## src/rtl/sis_pkg.sv

```systemverilog
// ----------------------------------------------------------------------------
// sis_pkg
// Shared types and command codes for the sorted interval set.
// ----------------------------------------------------------------------------
package sis_pkg;

    localparam int MAX_RANGES = 16;
    localparam int TIME_BITS  = 32;

    typedef enum logic [1:0] {
        CMD_ADD      = 2'd0,
        CMD_CONTAINS = 2'd1,
        CMD_NEAREST  = 2'd2,
        CMD_READ     = 2'd3
    } cmd_t;

    // controller to datapath
    typedef struct packed {
        logic load;      // capture input beat
        logic scan;      // compare at scan index, advance
        logic merge;     // absorb scanned entry into the new range
        logic shift;     // move one tail entry to its new slot
        logic place;     // write merged range at insert position
        logic finish;    // build result, store count
        logic pop;       // result taken
    } sis_cmd_t;

    // datapath to controller
    typedef struct packed {
        logic scan_done;  // scan index reached count
        logic found;      // entry at scan index has end >= key
        logic overlap;    // entry at scan index overlaps new range
        logic full;       // add would overflow
        logic shift_done; // tail moved
        logic out_valid;
    } sis_stat_t;

endpackage

```

## src/rtl/sorted_interval_set.sv

```systemverilog
// ----------------------------------------------------------------------------
// sorted_interval_set
// Sorted table of disjoint closed tick ranges with add, contains, nearest, read.
//
// channel  dir  fields
// s_axis   in   tdata: command, range_start, range_end, query_time, entry_index
// m_axis   out  tdata: hit, time_value, end_value, error, range_count
//
// One item at a time: a read goes straight to the result; contains and nearest
// scan the entries; add scans, merges overlapping entries, shifts the tail and
// places the new range, or stops after merging when refused.
// Every scan, merge and shift step touches one table entry per cycle.
// Reset clears the count and output valid; the tables need no clear.
// A stalled result holds the block; input is taken once it is delivered.
// ----------------------------------------------------------------------------
module sorted_interval_set
(
    input  logic         clk,
    input  logic         rst_n,
    input  logic         s_axis_tvalid,
    output logic         s_axis_tready,
    // command[1:0], range_start[33:2], range_end[65:34], query_time[97:66],
    // entry_index[101:98]
    input  logic [103:0] s_axis_tdata,
    output logic         m_axis_tvalid,
    input  logic         m_axis_tready,
    // hit[0], time_value[32:1], end_value[64:33], error[65], range_count[70:66]
    output logic [71:0]  m_axis_tdata
);

    localparam int CW = $clog2(sis_pkg::MAX_RANGES + 1);

    sis_pkg::sis_cmd_t  cmd;
    sis_pkg::sis_stat_t stat;
    logic                          o_hit, o_err;
    logic [sis_pkg::TIME_BITS-1:0] o_time, o_end;
    logic [CW-1:0]                 o_count;

    sis_ctrl u_ctrl (
        .clk       (clk),
        .rst_n     (rst_n),
        .in_valid  (s_axis_tvalid),
        .in_cmd    (s_axis_tdata[1:0]),
        .out_ready (m_axis_tready),
        .in_ready  (s_axis_tready),
        .cmd       (cmd),
        .stat      (stat)
    );

    sis_dp #(.MAX_RANGES(sis_pkg::MAX_RANGES), .TIME_BITS(sis_pkg::TIME_BITS)) u_dp (
        .clk       (clk),
        .rst_n     (rst_n),
        .in_cmd    (s_axis_tdata[1:0]),
        .in_start  (s_axis_tdata[33:2]),
        .in_end    (s_axis_tdata[65:34]),
        .in_time   (s_axis_tdata[97:66]),
        .in_index  (s_axis_tdata[101:98]),
        .cmd       (cmd),
        .stat      (stat),
        .out_hit   (o_hit),
        .out_time  (o_time),
        .out_end   (o_end),
        .out_error (o_err),
        .out_count (o_count)
    );

    assign m_axis_tvalid = stat.out_valid;
    assign m_axis_tdata  = {1'b0, 5'(o_count), o_err, 32'(o_end), 32'(o_time), o_hit};

    a_no_accept_busy: assert property (@(posedge clk) disable iff (!rst_n)
        m_axis_tvalid |-> !s_axis_tready)
        else $error("input taken while result pending");

    a_count_bound: assert property (@(posedge clk) disable iff (!rst_n)
        m_axis_tvalid |-> (m_axis_tdata[70:66] <= 5'(sis_pkg::MAX_RANGES)))
        else $error("range count above capacity");

    a_read_err: assert property (@(posedge clk) disable iff (!rst_n)
        (m_axis_tvalid && m_axis_tdata[65]) |-> (m_axis_tdata[64:33] == '0))
        else $error("error result with nonzero end");

endmodule

```

## src/rtl/sis_ctrl.sv

```systemverilog
// ----------------------------------------------------------------------------
// sis_ctrl
// Sequencer: search, merge, shift and place steps for one command at a time.
// ----------------------------------------------------------------------------
module sis_ctrl
(
    input  logic                clk,
    input  logic                rst_n,
    input  logic                in_valid,
    input  logic [1:0]          in_cmd,
    input  logic                out_ready,
    output logic                in_ready,
    output sis_pkg::sis_cmd_t   cmd,
    input  sis_pkg::sis_stat_t  stat
);

    typedef enum logic [5:0] {
        ST_IDLE  = 6'b000001,
        ST_FIND  = 6'b000010,
        ST_MERGE = 6'b000100,
        ST_SHIFT = 6'b001000,
        ST_PLACE = 6'b010000,
        ST_DONE  = 6'b100000
    } state_t;

    state_t state_reg, state_next;
    logic   is_add_reg, is_add_next;

    assign in_ready = (state_reg == ST_IDLE) && !stat.out_valid;

    always_comb
    begin
        state_next  = state_reg;
        is_add_next = is_add_reg;
        cmd         = '0;
        cmd.pop     = stat.out_valid && out_ready;
        case (state_reg)
            ST_IDLE:
            begin
                if (in_valid && in_ready)
                begin
                    cmd.load    = 1'b1;
                    is_add_next = (in_cmd == sis_pkg::CMD_ADD);
                    state_next  = (in_cmd == sis_pkg::CMD_READ) ? ST_DONE : ST_FIND;
                end
            end
            ST_FIND:
            begin
                if (stat.scan_done || stat.found)
                    state_next = is_add_reg ? ST_MERGE : ST_DONE;
                else
                    cmd.scan = 1'b1;
            end
            ST_MERGE:
            begin
                if (!stat.scan_done && stat.overlap)
                    cmd.merge = 1'b1;
                else if (stat.full)
                    state_next = ST_DONE;
                else
                    state_next = ST_SHIFT;
            end
            ST_SHIFT:
            begin
                if (stat.shift_done)
                    state_next = ST_PLACE;
                else
                    cmd.shift = 1'b1;
            end
            ST_PLACE:
            begin
                cmd.place  = 1'b1;
                state_next = ST_DONE;
            end
            ST_DONE:
            begin
                cmd.finish = 1'b1;
                state_next = ST_IDLE;
            end
            default:
            begin
                state_next = ST_IDLE;
            end
        endcase
    end

    always_ff @(posedge clk or negedge rst_n)
    begin
        if (!rst_n)
        begin
            state_reg  <= ST_IDLE;
            is_add_reg <= 1'b0;
        end
        else
        begin
            state_reg  <= state_next;
            is_add_reg <= is_add_next;
        end
    end

endmodule

```

## src/rtl/sis_dp.sv

```systemverilog
// ----------------------------------------------------------------------------
// sis_dp
// Range tables, scan index, merge registers and the result register.
// ----------------------------------------------------------------------------
module sis_dp #(
    parameter int MAX_RANGES = 16,
    parameter int TIME_BITS  = 32,
    parameter int IW         = $clog2(MAX_RANGES),
    parameter int CW         = $clog2(MAX_RANGES + 1)
)
(
    input  logic                 clk,
    input  logic                 rst_n,
    input  logic [1:0]           in_cmd,
    input  logic [TIME_BITS-1:0] in_start,
    input  logic [TIME_BITS-1:0] in_end,
    input  logic [TIME_BITS-1:0] in_time,
    input  logic [3:0]           in_index,
    input  sis_pkg::sis_cmd_t    cmd,
    output sis_pkg::sis_stat_t   stat,
    output logic                 out_hit,
    output logic [TIME_BITS-1:0] out_time,
    output logic [TIME_BITS-1:0] out_end,
    output logic                 out_error,
    output logic [CW-1:0]        out_count
);

    logic [TIME_BITS-1:0] starts_mem [MAX_RANGES];
    logic [TIME_BITS-1:0] ends_mem   [MAX_RANGES];

    logic [1:0]           op_reg;
    logic [TIME_BITS-1:0] s_reg, e_reg, t_reg;
    logic [3:0]           idx_reg;
    logic [CW-1:0]        count_reg, pos_reg, k_reg, src_reg;
    logic [TIME_BITS-1:0] prev_end_reg;
    logic                 valid_reg;
    logic [CW-1:0]        new_count;
    logic [CW-1:0]        dst;
    logic                 grow;
    logic [CW-1:0]        src_init, rd_idx;

    logic [TIME_BITS-1:0] cur_s, cur_e, key, dprev, dnext, near;
    logic                 in_rng, has_lb;

    assign cur_s  = starts_mem[k_reg[IW-1:0]];
    assign cur_e  = ends_mem[k_reg[IW-1:0]];
    assign key    = (op_reg == sis_pkg::CMD_ADD) ? s_reg : t_reg;
    assign has_lb = k_reg < count_reg;
    assign in_rng = has_lb && (cur_s <= t_reg) && (t_reg <= cur_e);
    assign dprev  = (t_reg >= prev_end_reg) ? t_reg - prev_end_reg : prev_end_reg - t_reg;
    assign dnext  = (cur_s >= t_reg) ? cur_s - t_reg : t_reg - cur_s;
    assign new_count = count_reg + CW'(1) - (k_reg - pos_reg);
    // grow: walk the tail top down; after a merge: walk it bottom up
    assign grow     = (k_reg == pos_reg);
    assign src_init = grow ? count_reg : k_reg;
    assign rd_idx   = grow ? src_reg - CW'(1) : src_reg;
    assign dst      = rd_idx - (k_reg - pos_reg) + CW'(1);

    always_comb
    begin
        stat            = '0;
        stat.scan_done  = !has_lb;
        stat.found      = has_lb && (cur_e >= key);
        stat.overlap    = (e_reg >= cur_s) && (s_reg <= cur_e);
        stat.full       = ({1'b0, new_count} > (CW+1)'(MAX_RANGES));
        stat.shift_done = grow ? (src_reg == k_reg) : (src_reg == count_reg);
        stat.out_valid  = valid_reg;
        if (count_reg == '0)
            near = '0;
        else if (!has_lb)
            near = prev_end_reg;
        else if (in_rng)
            near = t_reg;
        else if (k_reg == '0)
            near = cur_s;
        else
            near = (dprev <= dnext) ? prev_end_reg : cur_s;
    end

    always_ff @(posedge clk)
    begin
        if (cmd.shift)
        begin
            starts_mem[dst[IW-1:0]] <= starts_mem[rd_idx[IW-1:0]];
            ends_mem[dst[IW-1:0]]   <= ends_mem[rd_idx[IW-1:0]];
        end
        if (cmd.place)
        begin
            starts_mem[pos_reg[IW-1:0]] <= s_reg;
            ends_mem[pos_reg[IW-1:0]]   <= e_reg;
        end
    end

    always_ff @(posedge clk or negedge rst_n)
    begin
        if (!rst_n)
        begin
            count_reg <= '0;
            valid_reg <= 1'b0;
        end
        else
        begin
            if (cmd.pop)
                valid_reg <= 1'b0;
            if (cmd.finish)
            begin
                valid_reg <= 1'b1;
                if (op_reg == sis_pkg::CMD_ADD && !stat.full)
                    count_reg <= new_count;
            end
        end
    end

    always_ff @(posedge clk)
    begin
        if (cmd.load)
        begin
            op_reg       <= in_cmd;
            s_reg        <= in_start;
            e_reg        <= in_end;
            t_reg        <= in_time;
            idx_reg      <= in_index;
            k_reg        <= '0;
            pos_reg      <= '0;
            prev_end_reg <= ends_mem[IW'(count_reg - CW'(1))];
        end
        if (cmd.scan)
        begin
            prev_end_reg <= cur_e;
            k_reg        <= k_reg + CW'(1);
            pos_reg      <= k_reg + CW'(1);
        end
        if (cmd.merge)
        begin
            if (cur_s < s_reg) s_reg <= cur_s;
            if (cur_e > e_reg) e_reg <= cur_e;
            k_reg <= k_reg + CW'(1);
            src_reg <= src_init;
        end
        else if (!cmd.scan && !cmd.load && !cmd.shift && !cmd.place && !cmd.finish)
            src_reg <= src_init;
        if (cmd.shift)
            src_reg <= grow ? src_reg - CW'(1) : src_reg + CW'(1);
        if (cmd.finish)
        begin
            out_hit   <= 1'b0;
            out_time  <= '0;
            out_end   <= '0;
            out_error <= 1'b0;
            out_count <= count_reg;
            case (op_reg)
                sis_pkg::CMD_ADD:
                begin
                    out_error <= stat.full;
                    if (!stat.full) out_count <= new_count;
                end
                sis_pkg::CMD_CONTAINS: out_hit  <= in_rng;
                sis_pkg::CMD_NEAREST:  out_time <= near;
                default:
                begin
                    if ({1'b0, idx_reg} < (CW+1)'(count_reg) && CW'(idx_reg) < count_reg)
                    begin
                        out_time <= starts_mem[IW'(idx_reg)];
                        out_end  <= ends_mem[IW'(idx_reg)];
                    end
                    else
                        out_error <= 1'b1;
                end
            endcase
        end
    end

endmodule
```

## config.mk

```make
export PLATFORM = sky130hd
export DESIGN_NAME = sorted_interval_set
export DESIGN_NICKNAME = d
export VERILOG_FILES = /design/src/rtl/sis_pkg.sv /design/src/rtl/sorted_interval_set.sv /design/src/rtl/sis_ctrl.sv /design/src/rtl/sis_dp.sv
export SDC_FILE = /design/constraint.sdc
export NUM_CORES = 2
export LEC_CHECK = 0
export ABC_CLOCK_PERIOD_IN_PS = 16200
export BUFFER_PORTS_ARGS = -buffer_cell sky130_fd_sc_hd__clkbuf_2
export CORE_MARGIN = 2
export CORE_UTILIZATION = 51
export CTS_CLUSTER_DIAMETER = 30
export DETAILED_ROUTE_END_ITERATION = 12
export GPL_TIMING_DRIVEN = 0
export PLACE_DENSITY = 0.67
export SLEW_MARGIN = 20
export SYNTH_ARGS = -nofsm -noshare
export SYNTH_HDL_FRONTEND = slang
export SYNTH_SLANG_ARGS = --single-unit
```

## constraint.sdc

```tcl
create_clock -name clk -period 16.2 [get_ports clk]
set_input_delay 0.81 -clock clk [delete_from_list [all_inputs] [get_ports clk]]
set_output_delay 0.81 -clock clk [all_outputs]
set_load 0.01 [all_outputs]
```

==> run summary <==
The layout filler cell count is ~12000. The detailed-route DRC error count came out at 0. Counting stages on the worst path, the most repeated cell is buf_2. The mux cell area share after synthesis is 0.315.

The global routing usage summed across all routing layers came out at 0.434. The number of enable flip-flop cells after synthesis is 1180. The setup slack of the worst register-to-register path came out at between 4 and 5 ns. The met1 routed wirelength after detailed routing came out at approximately 120000 um. The count of clock tree sinks is between 1000 and 1500. The die outline width is 406 um.

In this run the top signal layer used is met5. The via density per instance is 7.51. The worst hold path cell count came out at 1. In this run the remaining antenna-violating nets after routing total 0.

The most used flip-flop cell after synthesis is edfxtp_1. The clock-pin slew reported for the worst setup and hold paths after clock tree synthesis came out at roughly 0.050 ns. The normalized max-slew margin came out at 0.104. The area of the multi-input gates came out at ~43000 um2. The max-slew violation count was 0. The complex-gate fraction of the synthesized area came out at 0.0636. At the end of the flow the core is filled with cells to 0.612.

The synthesized netlist cell count is 5788. The master of the slowest instance on the critical path is o311ai_0. The cell count of the worst reg-to-reg path is 30.

The post-synthesis cell type count came out at 87. The endpoint identified for the worst register-to-register timing path is u_dp.out_time[9]$_DFFE_PP_. The final number of setup-violating endpoints came out at 0.

TritonCTS built the clock tree. The layout net count came out at 6888. The min-delay analysis places its worst path in the category primary input to flip-flop. The worst path in the final design needs a cycle of 12.13 ns, including I/O delays and setup. The wire length on met2 is approximately 150000 um. In this run the number of H-tree levels came out at 5.

The worst setup path is of the flip-flop to flip-flop kind. The synthesized-area fraction occupied by xor and xnor cells is 0.00954. The placer's final routability congestion estimate came out at 1.06. The largest family of logic cells by synthesized area is multiplexers.

Entering global routing, the biggest net connects 43 pins. In this run, CTS created clock tree buffers numbering 304. The share of the Yosys chip area taken by registers is 0.452.

Counting along the longest clock path gives a buffer depth of 4. The detailed-routing iteration count for the pre-antenna-repair pass came out at 6. The first-pass GRT wire length is ~490000 um.

Data on the critical path arrives at its endpoint at roughly 13 ns. Of the total synthesized cell area, the portion taken by AND, OR, NAND and NOR gates is 0.0665. The root buffer cell is clkbuf_16.

Setup total negative slack on the finished layout was measured at 0 ns. The effective utilization at floorplan is 0.513. In this run the vertical extent of the chip is between 400 and 500 um.

For this run, asynchronously set or reset flops after synthesis account for 0.0103. The largest clock skew in the final design came out at ~0.094 ns. The starting DRC count in detailed routing is 12200. On the worst path, the slowest cell contributes a delay of roughly 1.1 ns. The post-synthesis adder-cell area fraction is 0.0593. The data required time of the critical path came out at approximately 17 ns. For this run, the top clock speed supported by timing is 0.0824 GHz. The count of yosys warnings during synthesis is 0. Setup repair after global routing left no endpoint under its margin. The path with the worst hold slack has its endpoint at u_dp.t_reg[9]$_DFFE_PP_.

The number of endpoints with negative hold slack in the final report is 0. The tightest hold margin came out at about 0.06 ns. The boundary pin count came out at ~180.

The final layout contains routed wiring with a total length of around 360000 um. Synthesis inferred between 1000 and 1500 register bits. In the final layout, the share of cells above drive strength 1 is 0.315.

The residual overflow from global routing came out at 0. The placed wire-length estimate after detailed placement is 260000 um. The area taken by flip-flops and latches came out at 37200 um2. The number of maximum-capacitance constraint violations is 0. The kind of start point of the critical path is a flip-flop. The capturing element type of the critical path is a flip-flop.

The area added between synthesis and finish came out at 19.4%. The per-instance average area after synthesis came out at between 10 and 15 um2. The total met3 wirelength after detailed routing is ~62000 um. In this run, post-CTS repair resized a total of 0 instances. The insertion delay to the later sink of the worst-skew pair came out at roughly 0.98 ns.

The mapped cell area came out at approximately 82000 um2. The initial antenna violation count came out at 31. The run finished with clean final reports. At the pin with the least slew margin, the transition time is 1.33 ns. The worst hold path begins at s_axis_tdata[75].

The placeable core area came out at around 160000 um2. In the finished design, the share of the clock period the worst path needs comes to 0.749. In this run the worst path has a maximum fanout of 10. The via count of the first global-routing pass is ~63000. The port buffer count is 178.

The die covers ~160000 um2. Detailed routing inserted a total of 66000 vias. The average wire length per cell after detail routing is 40.7 um. Counting every net in the synthesized netlist gives between 6000 and 7000. The number of rows created at floorplan is approximately 150.
## per-layer routing
metal / vias up / global-route usage
li1: 24800 / -
met1: 32800 / 0.549
met2: 6776 / 0.589
met3: 1614 / 0.211
met4: 28 / 0.279
met5: - / 0.00833
## cell usage after synthesis (all sizes together) (7+ instances only)
master | instances | area, um2
nand2 | 481 | 1810
nand3 | 254 | 1270
nor2 | 164 | 616
o211ai | 18 | 135
a21oi | 229 | 1160
dfxtp | 72 | 1440
nand3b | 7 | 52.6
mux4 | 992 | 22300
mux2 | 69 | 777
nor4 | 17 | 113
a2111oi | 8 | 76.3
clkbuf | 263 | 990
a21o | 88 | 661
inv | 260 | 976
o21ai | 273 | 1370
nor2b | 59 | 369
nand2b | 54 | 338
a221oi | 8 | 70.1
o21bai | 27 | 206
xnor2 | 55 | 482
a31oi | 25 | 163
dfrtp | 12 | 300
edfxtp | 1180 | 35400
ha | 379 | 4740
o21a | 25 | 188
o31ai | 13 | 103
mux2i | 280 | 2800
nor3 | 35 | 180
buf | 163 | 805
fa | 7 | 140
o311ai | 33 | 289
a211oi | 26 | 210
nand4 | 65 | 407
and3 | 12 | 75.1
xor2 | 32 | 280
## cell families (layout without fill, tap and decap cells)
family                     Yosys count  after routing
AOI/OAI and AO/OA                  840            840
xor gates and xnor gates            88             88
adders and majority gates          386            386
buffers and inverters              687           1519
DFF                               1265           1265
muxes                             1341           1341
other                                1             19
and+or+nand+nor                   1180           1180
## area by class of cell
class / count / share of cell area
multi-input cells: 3836 / 0.433
clock buffers: 352 / 0.0815
inverters: 261 / 0.00997
diodes: 18 / 0.000459
flip-flops and latches: 1265 / 0.379
repair buffers: 300 / 0.0304
well taps: 2160 / 0.0275
clock inverters: 180 / 0.0193
plain buffers: 426 / 0.0195
## metrics by stage
step | setup WS, ns | std cells | area (um2)
finish | 4.07 | 8798 | 98200
global route | 4.15 | 8780 | 98200
CTS | 4.73 | 8778 | 98100
detailed placement | 4.69 | 8245 | 88200
floorplan | 8.59 | 5788 | 82300
global placement | 1.95 | 8126 | 85900
## worst max-delay path: cells and delay by family (launching register included)
kind / cells / cell delay, ns
buffers and inverters: 7 / 2.42
muxes: 4 / 1.36
AOI/OAI and AO/OA: 7 / 3.56
adders and majority gates: 2 / 0.76
xor gates and xnor gates: 1 / 0.19
DFF: 1 / 0.50
and+or+nand+nor: 9 / 2.82
## worst max path at each step
stage,depth (start not counted),slack [ns],from,endpoint
2_1_floorplan,4,8.59,u_ctrl.state_reg[3]$_DFFE_PN0P_,u_dp.src_reg[0]$_DFFE_PP_
3_3_place_gp,20,1.95,u_dp.k_reg[0]$_DFFE_PN_,u_dp.starts_mem[13][17]$_DFFE_PP_
3_5_place_dp,29,4.69,flip-flop,u_dp.out_time[20]$_DFFE_PP_
4_1_cts,30,4.73,flip-flop,u_dp.out_time[20]$_DFFE_PP_
5_1_grt,30,4.15,flip-flop,u_dp.out_time[8]$_DFFE_PP_
6_report,30,4.07,flip-flop,u_dp.out_time[9]$_DFFE_PP_
## layout by cell type, fill, tap and decap left out, types with 53 or more instances in the layout
| cell type | instances |
|---|---|
| edfxtp_1 | 1180 |
| mux4_2 | 992 |
| nand2_1 | 480 |
| ha_1 | 379 |
| clkbuf_16 | 310 |
| mux2i_1 | 280 |
| inv_1 | 259 |
| nand3_1 | 254 |
| clkbuf_2 | 245 |
| clkbuf_1 | 238 |
| a21oi_1 | 226 |
| o21ai_0 | 154 |
| nor2_1 | 148 |
| buf_2 | 114 |
| o21ai_1 | 107 |
| a21o_1 | 88 |
| dfxtp_1 | 72 |
| mux2_2 | 69 |
| nand4_1 | 65 |
| nor2b_1 | 59 |
| nand2b_1 | 54 |
| xnor2_1 | 53 |
## what timing repair did
item                      4_1_cts  5_1_grt
hold endpoints to repair       12        0
setup buffers                   0        0
hold buffers                    1        0
Power is left out: the tool's default activity adds up to more than one toggle a clock period on the data nets, which glitch-free logic cannot reach.
